[src/nested_region_time_profiler_unit_macros.svh]
`ifndef NESTED_REGION_TIME_PROFILER_UNIT_MACROS_SVH
`define NESTED_REGION_TIME_PROFILER_UNIT_MACROS_SVH

// same-cycle implication, sampled on clk_i, off while rst_ni is low
`define NRTP_ASSERT_IMP(label, ante, cons, msg) \
  label: assert property (@(posedge clk_i) disable iff (!rst_ni) (ante) |-> (cons)) \
    else $error(msg);

// next-cycle implication, sampled on clk_i, off while rst_ni is low
`define NRTP_ASSERT_NEXT(label, ante, cons, msg) \
  label: assert property (@(posedge clk_i) disable iff (!rst_ni) (ante) |=> (cons)) \
    else $error(msg);

`endif

[src/nrtp_pkg.sv]
`timescale 1ns / 1ps

package nrtp_pkg;

  localparam int unsigned TIME_W     = 64;
  localparam int unsigned CNT_W      = 32;
  localparam int unsigned ID_W       = 8;
  localparam int unsigned SHIFT_W    = 6;
  localparam int unsigned FUNC_W     = 2;
  localparam int unsigned STATUS_W   = 2;
  localparam int unsigned CFG_ADDR_W = 1;
  localparam int unsigned CFG_DATA_W = 6;
  localparam int unsigned IN_DATA_W  = 80;
  localparam int unsigned OUT_DATA_W = 104;
  localparam int unsigned ID_TABLE_N = 256;

  localparam logic [CFG_ADDR_W-1:0] CFG_TIMER_ON  = 1'd0;
  localparam logic [CFG_ADDR_W-1:0] CFG_SKIP_BITS = 1'd1;

  typedef enum logic [FUNC_W-1:0] {
    FN_START = 2'd0,
    FN_STOP  = 2'd1,
    FN_READ  = 2'd2
  } func_e;

  typedef enum logic [STATUS_W-1:0] {
    STATUS_OK    = 2'd0,
    STATUS_EMPTY = 2'd1,
    STATUS_FULL  = 2'd2
  } status_e;

  typedef struct packed {
    logic              push;
    logic              pop;
    logic [TIME_W-1:0] now;
  } stk_cmd_t;

  typedef struct packed {
    logic rd_en;
    logic tot_we;
    logic cnt_we;
  } tbl_ctl_t;

endpackage

[src/nrtp_stack.sv]
`timescale 1ns / 1ps

module nrtp_stack #(
  parameter int unsigned STACK_DEPTH = 16,
  parameter int unsigned IDX_W       = 8
) (
  input  logic                                   clk_i,
  input  logic                                   rst_ni,
  input  nrtp_pkg::stk_cmd_t                     cmd_i,
  input  logic [IDX_W-1:0]                       id_i,
  output logic [IDX_W-1:0]                       top_id_o,
  output logic [$clog2(STACK_DEPTH+1)-1:0]       level_o,
  output logic                                   empty_o,
  output logic                                   full_o,
  output logic [nrtp_pkg::TIME_W-1:0]            start_time_o
);
  import nrtp_pkg::*;

  localparam int unsigned LVL_W = $clog2(STACK_DEPTH + 1);
  localparam int unsigned STK_W = (STACK_DEPTH > 1) ? $clog2(STACK_DEPTH) : 1;

  logic [IDX_W-1:0]  stack_q [STACK_DEPTH];
  logic [LVL_W-1:0]  level_q, level_d;
  logic [TIME_W-1:0] start_q, start_d;
  logic [STK_W-1:0]  top_idx;

  assign top_idx      = STK_W'(level_q - LVL_W'(1));
  assign top_id_o     = stack_q[top_idx];
  assign level_o      = level_q;
  assign empty_o      = (level_q == '0);
  assign full_o       = (level_q == LVL_W'(STACK_DEPTH));
  assign start_time_o = start_q;

  always_comb begin
    level_d = level_q;
    start_d = start_q;
    if (cmd_i.push) begin
      level_d = level_q + LVL_W'(1);
      start_d = cmd_i.now;
    end else if (cmd_i.pop) begin
      level_d = level_q - LVL_W'(1);
      start_d = cmd_i.now;
    end
  end

  always_ff @(posedge clk_i or negedge rst_ni) begin
    if (!rst_ni) begin
      level_q <= '0;
      start_q <= '0;
    end else begin
      level_q <= level_d;
      start_q <= start_d;
    end
  end

  // entries above the level are never read, so no reset here
  always_ff @(posedge clk_i) begin
    if (cmd_i.push) begin
      stack_q[level_q[STK_W-1:0]] <= id_i;
    end
  end

endmodule

[config.mk]
export PLATFORM = sky130hd
export DESIGN_NAME = nrtp_stack
export DESIGN_NICKNAME = d
export VERILOG_FILES = /design/src/nested_region_time_profiler_unit_macros.svh /design/src/nrtp_pkg.sv /design/src/nrtp_stack.sv
export SDC_FILE = /design/constraint.sdc
export NUM_CORES = 1
export LEC_CHECK = 0
export BUFFER_PORTS_ARGS = -buffer_cell sky130_fd_sc_hd__buf_2
export CORE_ASPECT_RATIO = 0.5
export CORE_UTILIZATION = 59
export DETAILED_ROUTE_END_ITERATION = 10
export PLACE_DENSITY = 0.85
export SLEW_MARGIN = 30
export SYNTH_ARGS = -nofsm -noshare
export SYNTH_HDL_FRONTEND = slang
export SYNTH_SLANG_ARGS = --single-unit
[constraint.sdc]
create_clock -name clk_i -period 4.6 [get_ports clk_i]
set_input_delay 0.69 -clock clk_i [delete_from_list [all_inputs] [get_ports clk_i]]
set_output_delay 0.69 -clock clk_i [all_outputs]
set_load 0.01 [all_outputs]
Word-level counts from Yosys, hierarchy flattened
Memories as Yosys holds them, arrays and structs flattened.
Index checks and enable logic that the tools add are counted.
Widths: inputs -> output; s select.
{"block": "word_totals", "mem_count": 1, "ff_bits": 69, "out_inout_bits": 79, "mem_bits_rw": 128}
{"name": "stack_q", "words": 16, "width": 8, "read_ports": 1, "rd_ports_with_merged_regs": 0, "write_ports": 1, "line_no": "nrtp_stack.sv:22", "rtl": "logic [IDX_W-1:0] stack_q [STACK_DEPTH];"}
{"block": "classes", "n_reduce_logical": 2, "eq_ne": 1, "mux": 6, "n_addsub": 2}
{"op": "$mux 64", "n": 2}
{"op": "$mux 5", "n": 2}
{"op": "$add 5x1->5 const B", "n": 1}
{"op": "$eq 5x5->1 const B", "n": 1}
{"op": "$logic_not 5->1", "n": 1}
{"op": "$sub 5x1->5 const B", "n": 1}
{"op": "$mux 1", "n": 2}
{"op": "$reduce_bool 2->1", "n": 1}

Longest topological paths before layout
Gate-level depths: netlist of the first run.
{"block": "logic_depth", "depth_word": 3, "ltp_mapped": 9}

Worst setup path before layout of the first run
Ideal clock, no wire load.
{"block": "synth_timing", "path_type": "reg-to-output", "startpoint": "reg level_q[0] (netlist: level_o[0])", "endpoint": "out top_id_o[5]", "arrival_ps": 2361, "path_stages_with_launch": 9, "path_buffers": 3, "path_slack_ps": 1549, "path_cell_list": "dfrtp_1 -> buf_4 -> buf_4 -> inv_1 -> ha_1 -> xor2_4 -> buf_12 -> mux4_2 -> mux2i_1"}
{"block": "synth_between", "elab_chain_len": 2}
{"element": "start, declared", "line_no": "nrtp_stack.sv:23", "rtl": "logic [LVL_W-1:0] level_q, level_d;"}
{"element": "start signal, assigned", "line_no": "nrtp_stack.sv:51", "rtl": "level_q <= level_d;"}
{"element": "$sub 5x1->5"}
{"element": "$mem_v2 16x8"}
{"element": "end, declared", "line_no": "nrtp_stack.sv:11", "rtl": "output logic [IDX_W-1:0] top_id_o,"}
No other way between the ends.

Final worst setup path of the first run
{"block": "layout_timing", "startpoint": "reg level_q[1] (netlist: level_o[1])", "endpoint": "out top_id_o[0]"}
The elaborated chain is that of the path after synthesis.

==> reports/qor.txt, run 1 <==
========================================================================================
Result of the run ......................................................... finished, final reports clean
Mapped Cells ..............................................................          405
Most repeated cell in the gate-level netlist after synthesis ..............     edfxtp_1
Resize count post-CTS .....................................................            0
Number of flops mapped to enable cells by yosys ...........................          128
Max Slew Vio Count ........................................................            0
Detailed Route Iter0 Violations ...........................................          324
List of cells traversed by the critical path .............................. inv_1 > ha_1 > xor2_4 > mux4_1 > mux2i_1 > buf_2
GRT Overall Usage .........................................................        24.3%
Post-synth top cells ...................................................... edfxtp_1 (128), dfrtp_1 (69), mux2i_1 (48), mux2_2 (37), mux2_1 (27)
Post-Synthesis Net Count ..................................................          485
Routed met3 length ........................................................      1.16 mm
Boundary Pins .............................................................          155
Detailed-route wire length per cell .......................................      20.8 um
Antenna violations before repair ..........................................            1
Critical path data required time ..........................................      3.91 ns
Horiz. Die Dim ............................................................       165 um
Skew-Pair Late Insertion Delay ............................................      0.42 ns
Synthesized area per cell .................................................   19.3 sq um
CTS Buffer Depth ..........................................................            2
Share of synthesized registers carrying an async set or reset .............        35.0%
Max-slew headroom .........................................................        34.7%
Detail Placement HPWL .....................................................      10.2 mm
First-pass GRT wire length ................................................      24.1 mm
Starting density of the core ..............................................        61.1%
Proportion of layout cells with a drive suffix above 1 ....................        44.9%
Worst-path clk slew .......................................................      0.07 ns
Floorplan die area ........................................................  13700 sq um
Source of the critical timing path ........................................   level_o[1]
Total Routed Length .......................................................      15.6 mm
Number of register bits inferred by synthesis .............................          197
Die height ................................................................      83.3 um
Hold Vio Cnt, Final .......................................................            0
Predominant post-synthesis flop cell ......................................     edfxtp_1
Worst Reg2Reg Path Length in Cells ........................................            4
Port-buffer cells .........................................................          154
Post-layout minimum cycle time ............................................      3.77 ns
Worst reg-to-reg setup slack ..............................................      1.91 ns
Routability congestion estimate from global placement .....................        0.793
Post-route worst hold slack ...............................................     0.271 ns
Detailed-route vias per instance ..........................................         5.61
Leakage power .............................................................      3.74 nW
Setup repair after global routing missed its margin .......................        false
Synth area leaders ........................................................ edfxtp_1 (49%), dfrtp_1 (22%), mux2i_1 (6.2%)
Pre-CTS setup slack .......................................................      1.30 ns
Portion of the clock cycle consumed by the worst path in the final layout .        82.0%
CORE AREA .................................................................  12800 sq um
Met2 wire length ..........................................................      8.03 mm
Setup skew after layout ...................................................    0.0164 ns
Number of buffers created by CTS ..........................................           17
Gr ovfl total .............................................................            0
Root buf cell .............................................................    clkbuf_16
Vias in the first global route ............................................         4419
Worst path max stage delay ................................................      0.71 ns
Worst Setup End Kind ...................................................... primary output
TritonCTS clock tree ......................................................        built
Most area-hungry cell type in the Yosys netlist ...........................     edfxtp_1
Site row count ............................................................           29
Worst-case vdd ir drop ....................................................     0.384 mV
Quantity of hold-fixing buffers added after cts ...........................            0
Worst-margin pin slew .....................................................     0.976 ns
Detailed-route via count ..................................................         4193
Max-Cap Viols .............................................................            0
HP Class .................................................................. input pin to async pin
Antenna diode count .......................................................            0
Remaining routing DRC violations ..........................................            0
Area share of the leading cell type in the synthesized netlist ............        49.3%
Largest net degree at the start of global routing .........................           56
Crit path kind ............................................................ flip-flop to primary output
Drt pass-1 iters ..........................................................            4
Post CTS Setup Buffer Count ...............................................            0
Reg-to-reg critical path endpoint ......................................... stack_q[3][4]
Routed length on met1 .....................................................      6.20 mm
Yosys warning count .......................................................            0
Areal power density over the cells ........................................  580 nW/um^2
Total standard cell area after synthesis ..................................   7800 sq um
Timing-limited maximum frequency ..........................................      265 MHz
Final setup margin ........................................................     0.826 ns
Count of filler cells inserted in the layout ..............................          808
Critical-path top delay cell ..............................................       xor2_4
Post-DRT Antenna Nets .....................................................            0
CP max FO .................................................................           16
Top sig layer .............................................................         met4
Fraction of the yosys area taken by sequential cells ......................        71.4%
Setup TNS .................................................................         0 ns
Netlist cell types ........................................................           31
Critical path arrival .....................................................      3.08 ns
Startpoint of the lowest-slack register-to-register path ..................   level_o[0]
Crit start category .......................................................    flip-flop
Sink count of the clock tree ..............................................          197
Layout overhead on the synthesized area ...................................        19.7%
Post-layout net count .....................................................          644
Number of H-tree levels ...................................................            4
Setup Viol. Count Final ...................................................            0
========================================================================================
metrics by stage:
stage | cell area (sq um) | std cells | utilization, % | power, mW
3_3_place_gp | 8700 | 714 | 68.1 | 3.91
4_1_cts | 9290 | 746 | 72.7 | 5.45
2_1_floorplan | 7800 | 405 | - | 3.48
6_report | 9330 | 747 | 73.1 | 5.41
5_1_grt | 9330 | 747 | 73.1 | 5.65
3_5_place_dp | 8700 | 714 | 68.1 | 3.98
cell type report:
cell class	count	area, sq um	share of cell area [%]
clock buffer	17	425	4.56
timing repair buffer	160	836	8.96
inverter	2	7.51	0.0804
sequential	197	5570	59.7
clock inverter	15	164	1.76
multi-input combinational	186	2120	22.7
tap	170	213	2.28
power by group:
group	leakage, nW	total, mW	switching (mW)	internal (mW)
clock network	0.286	1.47	0.694	0.774
registers	1.96	2.17	0.0972	2.07
logic	1.49	1.77	0.940	0.832
layer usage:
metal	up-vias	GRT usage [%]
met5	-	0
met2	159	40.1
met1	2143	30.9
met4	0	8.09
li1	1875	-
met3	16	7.14
worst max path at each step:
stage | to | cells after the start
2_1_floorplan | top_id_o[5] | 8
3_3_place_gp | top_id_o[0] | 6
3_5_place_dp | top_id_o[0] | 6
4_1_cts | top_id_o[0] | 6
5_1_grt | top_id_o[0] | 6
6_report | top_id_o[0] | 6
worst max-delay path, delay by kind of cell (launching register included):
kind	cells	cell delay [ns]
XOR/XNOR	1	0.71
adder cells (fa/ha/maj)	1	0.33
buffers and inverters	2	0.30
flip-flops	1	0.46
multiplexers	2	0.86
flip-flops by register name (all words and copies together), names as in the netlist:
name / cells
stack_q: 128
start_time_o: 64
level_o: 5
layout by cell type, fill, tap and decap left out, drive strengths merged, types with 2 or more instances in the layout:
cell,netlist,final
mux2i,48,48
nand2b,5,5
buf,17,160
nor2,18,18
mux4,24,24
clkinv,0,6
xnor2,2,2
dfrtp,69,69
edfxtp,128,128
nand2,7,7
inv,2,9
mux2,64,64
nor3,2,2
clkbuf,3,17
xor2,4,4
ha,4,4
cell families after synthesis:
kind of cell	count (synthesis)	share of synthesized area [%]
AO/OA/AOI/OAI	3	0.321
XOR/XNOR	6	1.01
adder cells (fa/ha/maj)	4	0.642
buffers and inverters	22	1.81
flip-flops	197	71.4
multiplexers	136	22.6
AND/OR/NAND/NOR	37	2.18
Note: power is estimated with default switching activity, not from simulation.
==> inputs of run 2 (changes only) <==
Settings changed: CORE_UTILIZATION 59 to 49, PLACE_DENSITY 0.85 to 0.75.
Clock period 4.6 ns to 3.2 ns, I/O delays scaled along.
==> run 2 against run 1 <==
Effect of this change:
- die area is 20% higher
- critical path depth rose by 1
- flip-flop and latch count unchanged
- sequential share of layout area decreased by 0.88 points
- register-to-register slack lost 0.89 ns
- worst hold slack worse by 0.21 ns
- core utilization shrank 12 points
- global-route usage down 4.1 points
- first-iteration DRC count shrank 22%
- largest cell class unchanged
==> reports/qor.txt, run 2 (synthesis results as in run 1) <==
========================================================================================
Detailed-route via count ..................................................         4192   -0.024%
Crit start category .......................................................    flip-flop
Detailed-route vias per instance ..........................................         5.27   -6.1%
Post-layout minimum cycle time ............................................      3.02 ns
Gr ovfl total .............................................................            0   unchanged
Detailed Route Iter0 Violations ...........................................          253   -22%
Proportion of layout cells with a drive suffix above 1 ....................        45.2%   +0.29 points
Crit path kind ............................................................ flip-flop to primary output
Setup TNS .................................................................         0 ns   unchanged
Largest net degree at the start of global routing .........................           65   +16%
Path length in cells of the critical path .................................            7   +1
Horiz. Die Dim ............................................................       180 um   +9.6%
Leakage power .............................................................      3.81 nW   +1.9%
Worst Reg2Reg Path Length in Cells ........................................            4   unchanged
Max-slew headroom .........................................................        37.9%   +3.2 points
Combinational power share .................................................        34.0%   +1.3 points
Layout overhead on the synthesized area ...................................        21.4%
Post-DRT Antenna Nets .....................................................            0   unchanged
Number of flip-flops in the largest register ..............................          128   unchanged
Worst reg-to-reg setup slack ..............................................      1.02 ns   -0.89 ns
Worst-margin pin slew .....................................................     0.929 ns   -0.0476 ns
Remaining routing DRC violations ..........................................            0   unchanged
First-pass GRT wire length ................................................      24.7 mm   +2.5%
Timing-limited maximum frequency ..........................................      331 MHz
Routability congestion estimate from global placement .....................        0.757   -4.6%
Portion of the clock cycle consumed by the worst path in the final layout .        94.4%
CTS Buffer Depth ..........................................................            2   unchanged
Max Slew Vio Count ........................................................            0   unchanged
Port-buffer cells .........................................................          154   unchanged
CP max FO .................................................................            8   -8
Hold Vio Cnt, Final .......................................................            0   unchanged
Sink count of the clock tree ..............................................          197   unchanged
Quantity of hold-fixing buffers added after cts ...........................            0   unchanged
Antenna diode count .......................................................            0   unchanged
Boundary Pins .............................................................          155   unchanged
Floorplan die area ........................................................  16500 sq um   +20%
Worst path max stage delay ................................................      0.55 ns   -0.16 ns
Detailed-route wire length per cell .......................................      19.4 um   -7.0%
Site row count ............................................................           32   +10%
Net Sw Frac ...............................................................        31.9%   -0.099 points
Worst-case vdd ir drop ....................................................     0.579 mV   +51%
HP Class .................................................................. input pin to async pin
Die height ................................................................      91.2 um   +9.5%
CORE AREA .................................................................  15500 sq um   +21%
Skew-Pair Late Insertion Delay ............................................      0.43 ns   about the same
Final setup margin ........................................................     0.178 ns   -0.648 ns
List of cells traversed by the critical path .............................. inv_1 > ha_2 > xor2_4 > buf_4 > mux4_1 > mux2i_1 > buf_2
Setup Viol. Count Final ...................................................            0   unchanged
Flop pwr share ............................................................        39.8%   -0.3 points
TritonCTS clock tree ......................................................        built
Number of buffers created by CTS ..........................................           17   unchanged
Commonest cells after routing, fill and taps aside ........................ buf_2 (154), edfxtp_1 (128), dfrtp_1 (68)
Setup repair after global routing missed its margin .......................        false
Kind of cell adding the most delay to the critical path ................... multiplexers
Vias in the first global route ............................................         4460   +0.93%
Areal power density over the cells ........................................  830 nW/um^2   +43%
Clock share of power ......................................................        26.3%   -0.8 points
Critical path arrival .....................................................      2.54 ns   -0.54 ns
Number of H-tree levels ...................................................            4   unchanged
Pre-CTS setup slack .......................................................     0.364 ns   -0.940 ns
Drt pass-1 iters ..........................................................            4   unchanged
Result of the run ......................................................... finished, final reports clean
Detail Placement HPWL .....................................................      10.3 mm   +1.3%
Root buf cell .............................................................    clkbuf_16
Layout Utilization ........................................................        61.1%   -12 points
GRT Overall Usage .........................................................        20.1%   -4.1 points
Internal power ............................................................      5.35 mW   +45%
Critical-path top delay cell ..............................................       mux4_1
Setup skew after layout ...................................................    0.0130 ns   -0.00346 ns
Overall power consumption .................................................      7.86 mW   +45%
Most common library cell in the layout ignoring fill and taps .............        buf_2
Total Routed Length .......................................................      15.4 mm   -0.99%
Buffers plus inverters on the worst setup path ............................            3   +1
Starting density of the core ..............................................        50.3%   -11 points
Worst Setup End Kind ...................................................... primary output
Antenna violations before repair ..........................................            0   -1
Post-layout net count .....................................................          658   +2.2%
Max-Cap Viols .............................................................            0   unchanged
Critical path data required time ..........................................      2.72 ns   -1.19 ns
Worst-path clk slew .......................................................      0.07 ns   about the same
P_sw ......................................................................      2.51 mW   +45%
========================================================================================
## run 2: cell count changes in the layout (fill, tap and decap cells not counted), moves of 3 or more
cell / before / now
buf_4: 5 / 17
buf_12: 0 / 3
nor2_2: 8 / 1
nor2_1: 9 / 16
## run 2: metrics by stage
stage / instance area [sq um] / hold WS, ns / instances
after global placement: 8870 / 0.469 / 761
after detailed placement: 8870 / 0.476 / 761
after global routing: 9470 / 0.0983 / 795
after floorplan: 7800 / 0.184 / 405
after CTS: 9470 / 0.0638 / 795
final: 9470 / 0.0650 / 795
## run 2: worst paths after layout
path / startpoint / end
setup reg to reg: level_o[1] / stack_q[0][7]
hold reg to reg: start_time_o[43] / start_time_o[43]
hold / removal: rst_ni / start_time_o[3]
min in group clk_i: cmd_i[32] / start_time_o[32]
max in group asynchronous: rst_ni / start_time_o[58]
setup / recovery: level_o[1] / top_id_o[3]
## run 2: per-layer routing
| metal | wire (um) | part of all wire (%) | vias to the layer above | global-route usage (%) |
|---|---|---|---|---|
| li1 | - | - | 1909 | - |
| met2 | 7630 | 49 | 142 | 32.8 |
| met5 | 0 | 0 | - | 0 |
| met4 | 125 | 0.81 | 0 | 5.84 |
| met1 | 6610 | 43 | 2132 | 26.7 |
| met3 | 1060 | 6.9 | 9 | 5.54 |
## run 2: worst register-to-register path: stages, from the launching register on
cell	delay [ns]
dfrtp_1	0.46
inv_1	0.11
ha_2	0.26
or2b_1	0.32
nor2_1	0.66
## run 2: layout make-up
| cell class | instances | area [sq um] |
|---|---|---|
| well taps | 204 | 255 |
| inverters | 2 | 7.51 |
| clock inverters | 14 | 149 |
| fillers | 1149 | 6020 |
| repair buffers | 174 | 958 |
| flip-flops and latches | 197 | 5570 |
| clock buffers | 18 | 429 |
| multi-input cells | 186 | 2100 |
## run 2: timing repair
| item | CTS | global route |
|---|---|---|
| setup endpoints to repair | 4 | 2 |
| buffers inserted | 2 | 0 |
| pin swaps | 1 | 0 |
| gates resized for setup | 0 | 1 |
## run 2: power groups by stage
stage                     clock network [mW]  registers [mW]  logic, mW
after floorplan                            0            3.17       1.83
after global placement                     0            3.16       2.62
after detailed placement                   0            3.18       2.66
after CTS                               2.12            3.13       2.71
after global routing                    2.22            3.15       2.87
final                                   2.06            3.12       2.67
==> inputs of run 3 (changes only) <==
Settings changed: BUFFER_PORTS_ARGS -buffer_cell sky130_fd_sc_hd__buf_2 to not set, CORE_UTILIZATION 49 to 57, CTS_CLUSTER_DIAMETER set to 150, DONT_BUFFER_PORTS set to 1, PLACE_DENSITY 0.75 to 0.74.
==> run 3 against run 2 <==
Effect of this change:
- flip-flop and latch count stayed put
- wire length is 3.1% lower
- clock skew is 0.0044 ns lower
- largest power group unchanged
- register-to-register slack better by 0.07 ns
- cell area is 7.8% lower
- sequential share of layout area is 5.0 points higher
==> reports/qor.txt, run 3 (synthesis results as in run 1) <==
========================================================================================
List of cells traversed by the critical path .............................. inv_1 > ha_1 > xor2_4 > buf_4 > mux4_1 > mux2i_1 > buf_4
Portion of the clock cycle consumed by the worst path in the final layout .        94.6%   +0.15 points
Detailed-route vias per instance ..........................................         5.98   +13%
Number of H-tree levels ...................................................            4   unchanged
Critical-path top delay cell ..............................................       mux4_1
Setup skew after layout ...................................................   0.00852 ns   -0.00444 ns
Total Routed Length .......................................................      14.9 mm   -3.1%
Hold Vio Cnt, Final .......................................................            0   unchanged
Post-layout minimum cycle time ............................................      3.03 ns   +0.00471 ns
Routability congestion estimate from global placement .....................        0.763   +0.85%
Post-layout net count .....................................................          513   -22%
Sink count of the clock tree ..............................................          197   unchanged
Met3 usage in global routing ..............................................        7.40%   +1.9 points
Resize count post-CTS .....................................................            0   unchanged
Drt pass-1 iters ..........................................................            4   unchanged
Count of filler cells inserted in the layout ..............................          840   -27%
Setup TNS .................................................................         0 ns   unchanged
Flop pwr share ............................................................        40.9%   +1.1 points
Crit start category .......................................................    flip-flop
Final setup margin ........................................................     0.173 ns   -0.00471 ns
HP Class .................................................................. input pin to flip-flop
Die height ................................................................      84.7 um   -7.1%
Kind of cell adding the most delay to the critical path ................... multiplexers
Floorplan die area ........................................................  14200 sq um   -14%
Timing-limited maximum frequency ..........................................      330 MHz   -0.16%
Worst-margin pin slew .....................................................     0.949 ns   +0.0201 ns
Clock share of power ......................................................        25.9%   -0.4 points
Most common library cell in the layout ignoring fill and taps .............     edfxtp_1
Max-Cap Viols .............................................................            0   unchanged
Met1 Resource Use GR ......................................................        29.1%   +2.5 points
Worst Setup End Kind ...................................................... primary output
Proportion of layout cells with a drive suffix above 1 ....................        26.7%   -18 points
Worst-path clk slew .......................................................      0.07 ns   about the same
Post-DRT Antenna Nets .....................................................            0   unchanged
Buffers plus inverters on the worst setup path ............................            3   unchanged
Detail Placement HPWL .....................................................      10.0 mm   -2.5%
Gr ovfl total .............................................................            0   unchanged
Detailed Route Iter0 Violations ...........................................          255   +0.79%
Critical path data required time ..........................................      2.72 ns   about the same
CP max FO .................................................................            5   -3
Worst path max stage delay ................................................      0.57 ns   +0.02 ns
Most common cell type on the critical path ................................        buf_4
Setup repair after global routing missed its margin .......................        false
Overall power consumption .................................................      7.80 mW   -0.76%
CORE AREA .................................................................  13000 sq um   -16%
Number of buffers created by CTS ..........................................           17   unchanged
Result of the run ......................................................... finished, final reports clean
Detailed-route via count ..................................................         3686   -12%
GRT Overall Usage .........................................................        22.5%   +2.4 points
Combinational power share .................................................        33.2%   -0.8 points
P_sw ......................................................................      2.42 mW   -3.5%
Remaining routing DRC violations ..........................................            0   unchanged
Met2 track utilization from global routing ................................        36.8%   +4.0 points
Layout overhead on the synthesized area ...................................        11.9%
Leakage power .............................................................      3.26 nW   -15%
Root buf cell .............................................................    clkbuf_16
TritonCTS clock tree ......................................................        built
Boundary Pins .............................................................          155   unchanged
Antenna diode count .......................................................            0   unchanged
Horiz. Die Dim ............................................................       167 um   -7.2%
Critical path arrival .....................................................      2.55 ns   about the same
CTS Buffer Depth ..........................................................            2   unchanged
Antenna violations before repair ..........................................            1   +1
Starting density of the core ..............................................        60.0%   +9.7 points
Detailed-route wire length per cell .......................................      24.3 um   +25%
Max-slew headroom .........................................................        36.5%   -1.3 points
Commonest cells after routing, fill and taps aside ........................ edfxtp_1 (128), dfrtp_1 (68), mux2i_1 (48)
Pre-CTS setup slack .......................................................     0.392 ns   +0.0284 ns
Setup Viol. Count Final ...................................................            0   unchanged
GRT busiest layer .........................................................         met2
Max Slew Vio Count ........................................................            0   unchanged
Port-buffer cells .........................................................            0   -100%
First-pass GRT wire length ................................................      23.1 mm   -6.5%
Site row count ............................................................           29   -9.4%
Largest net degree at the start of global routing .........................           70   +7.7%
Skew-Pair Late Insertion Delay ............................................      0.42 ns   about the same
Internal power ............................................................      5.38 mW   +0.51%
Number of flip-flops in the largest register ..............................          128   unchanged
Worst-case vdd ir drop ....................................................     0.541 mV   -6.6%
Net Sw Frac ...............................................................        31.0%   -0.87 points
Vias in the first global route ............................................         3937   -12%
Areal power density over the cells ........................................  893 nW/um^2   +7.7%
Crit path kind ............................................................ flip-flop to primary output
========================================================================================
==> run 3: power by group through the flow <==
stage                     combinational, mW  clock, mW  sequential, mW
after floorplan                        1.83          0            3.17
after global placement                 2.49          0            3.23
after detailed placement               2.55          0            3.25
after CTS                              2.62       2.06            3.19
after global routing                   2.77       2.16            3.21
final                                  2.59       2.02            3.19
==> run 3: worst paths after layout <==
kind	cells past startpoint	to	from	slack, ns
setup / recovery	7	top_id_o[0]	level_o[0]	0.17
hold / removal	0	stack_q[4][5]	id_i[5]	0.15
setup reg to reg	2	stack_q[2][2]	level_o[2]	1.09
hold reg to reg	1	start_time_o[45]	start_time_o[45]	0.57
max in group asynchronous	2	level_o[0]	rst_ni	2.33
min in group asynchronous	2	start_time_o[62]	rst_ni	0.58
==> run 3: metrics by stage <==
step	utilization (%)	hold slack [ns]	std cells	cell area, sq um
6_report	67.2	0.154	616	8730
5_1_grt	67.2	0.129	616	8730
3_5_place_dp	62.5	0.186	580	8110
2_1_floorplan	-	0.184	405	7800
3_3_place_gp	62.5	0.186	580	8110
4_1_cts	67.2	0.135	616	8730
==> run 3: timing repair <==
item / 4_1_cts / 5_1_grt
setup buffers: 2 / 0
hold buffers: 2 / 0
endpoints found under the hold margin: 69 / 0
setup endpoints to repair: 1 / 0
==> run 3: layer usage <==
layer	vias to the layer above	routed length, um
met3	13	1340
met5	-	10
met4	2	126
met2	145	7600
li1	1619	-
met1	1907	5880
==> run 3: worst reg2reg max path, stage by stage (launching register included) <==
cell and delay [ns]:
dfrtp_1 0.61, or2_2 0.42, nor2_1 0.70
==> run 3: final cells by class <==
class	instances	area, sq um	share of cell area [%]
multi-input combinational	186	2100	24.0
inverter	2	7.51	0.0860
sequential	197	5570	63.8
clock inverter	13	111	1.28
clock buffer	19	454	5.20
tap	170	213	2.44
timing repair buffer	29	278	3.18
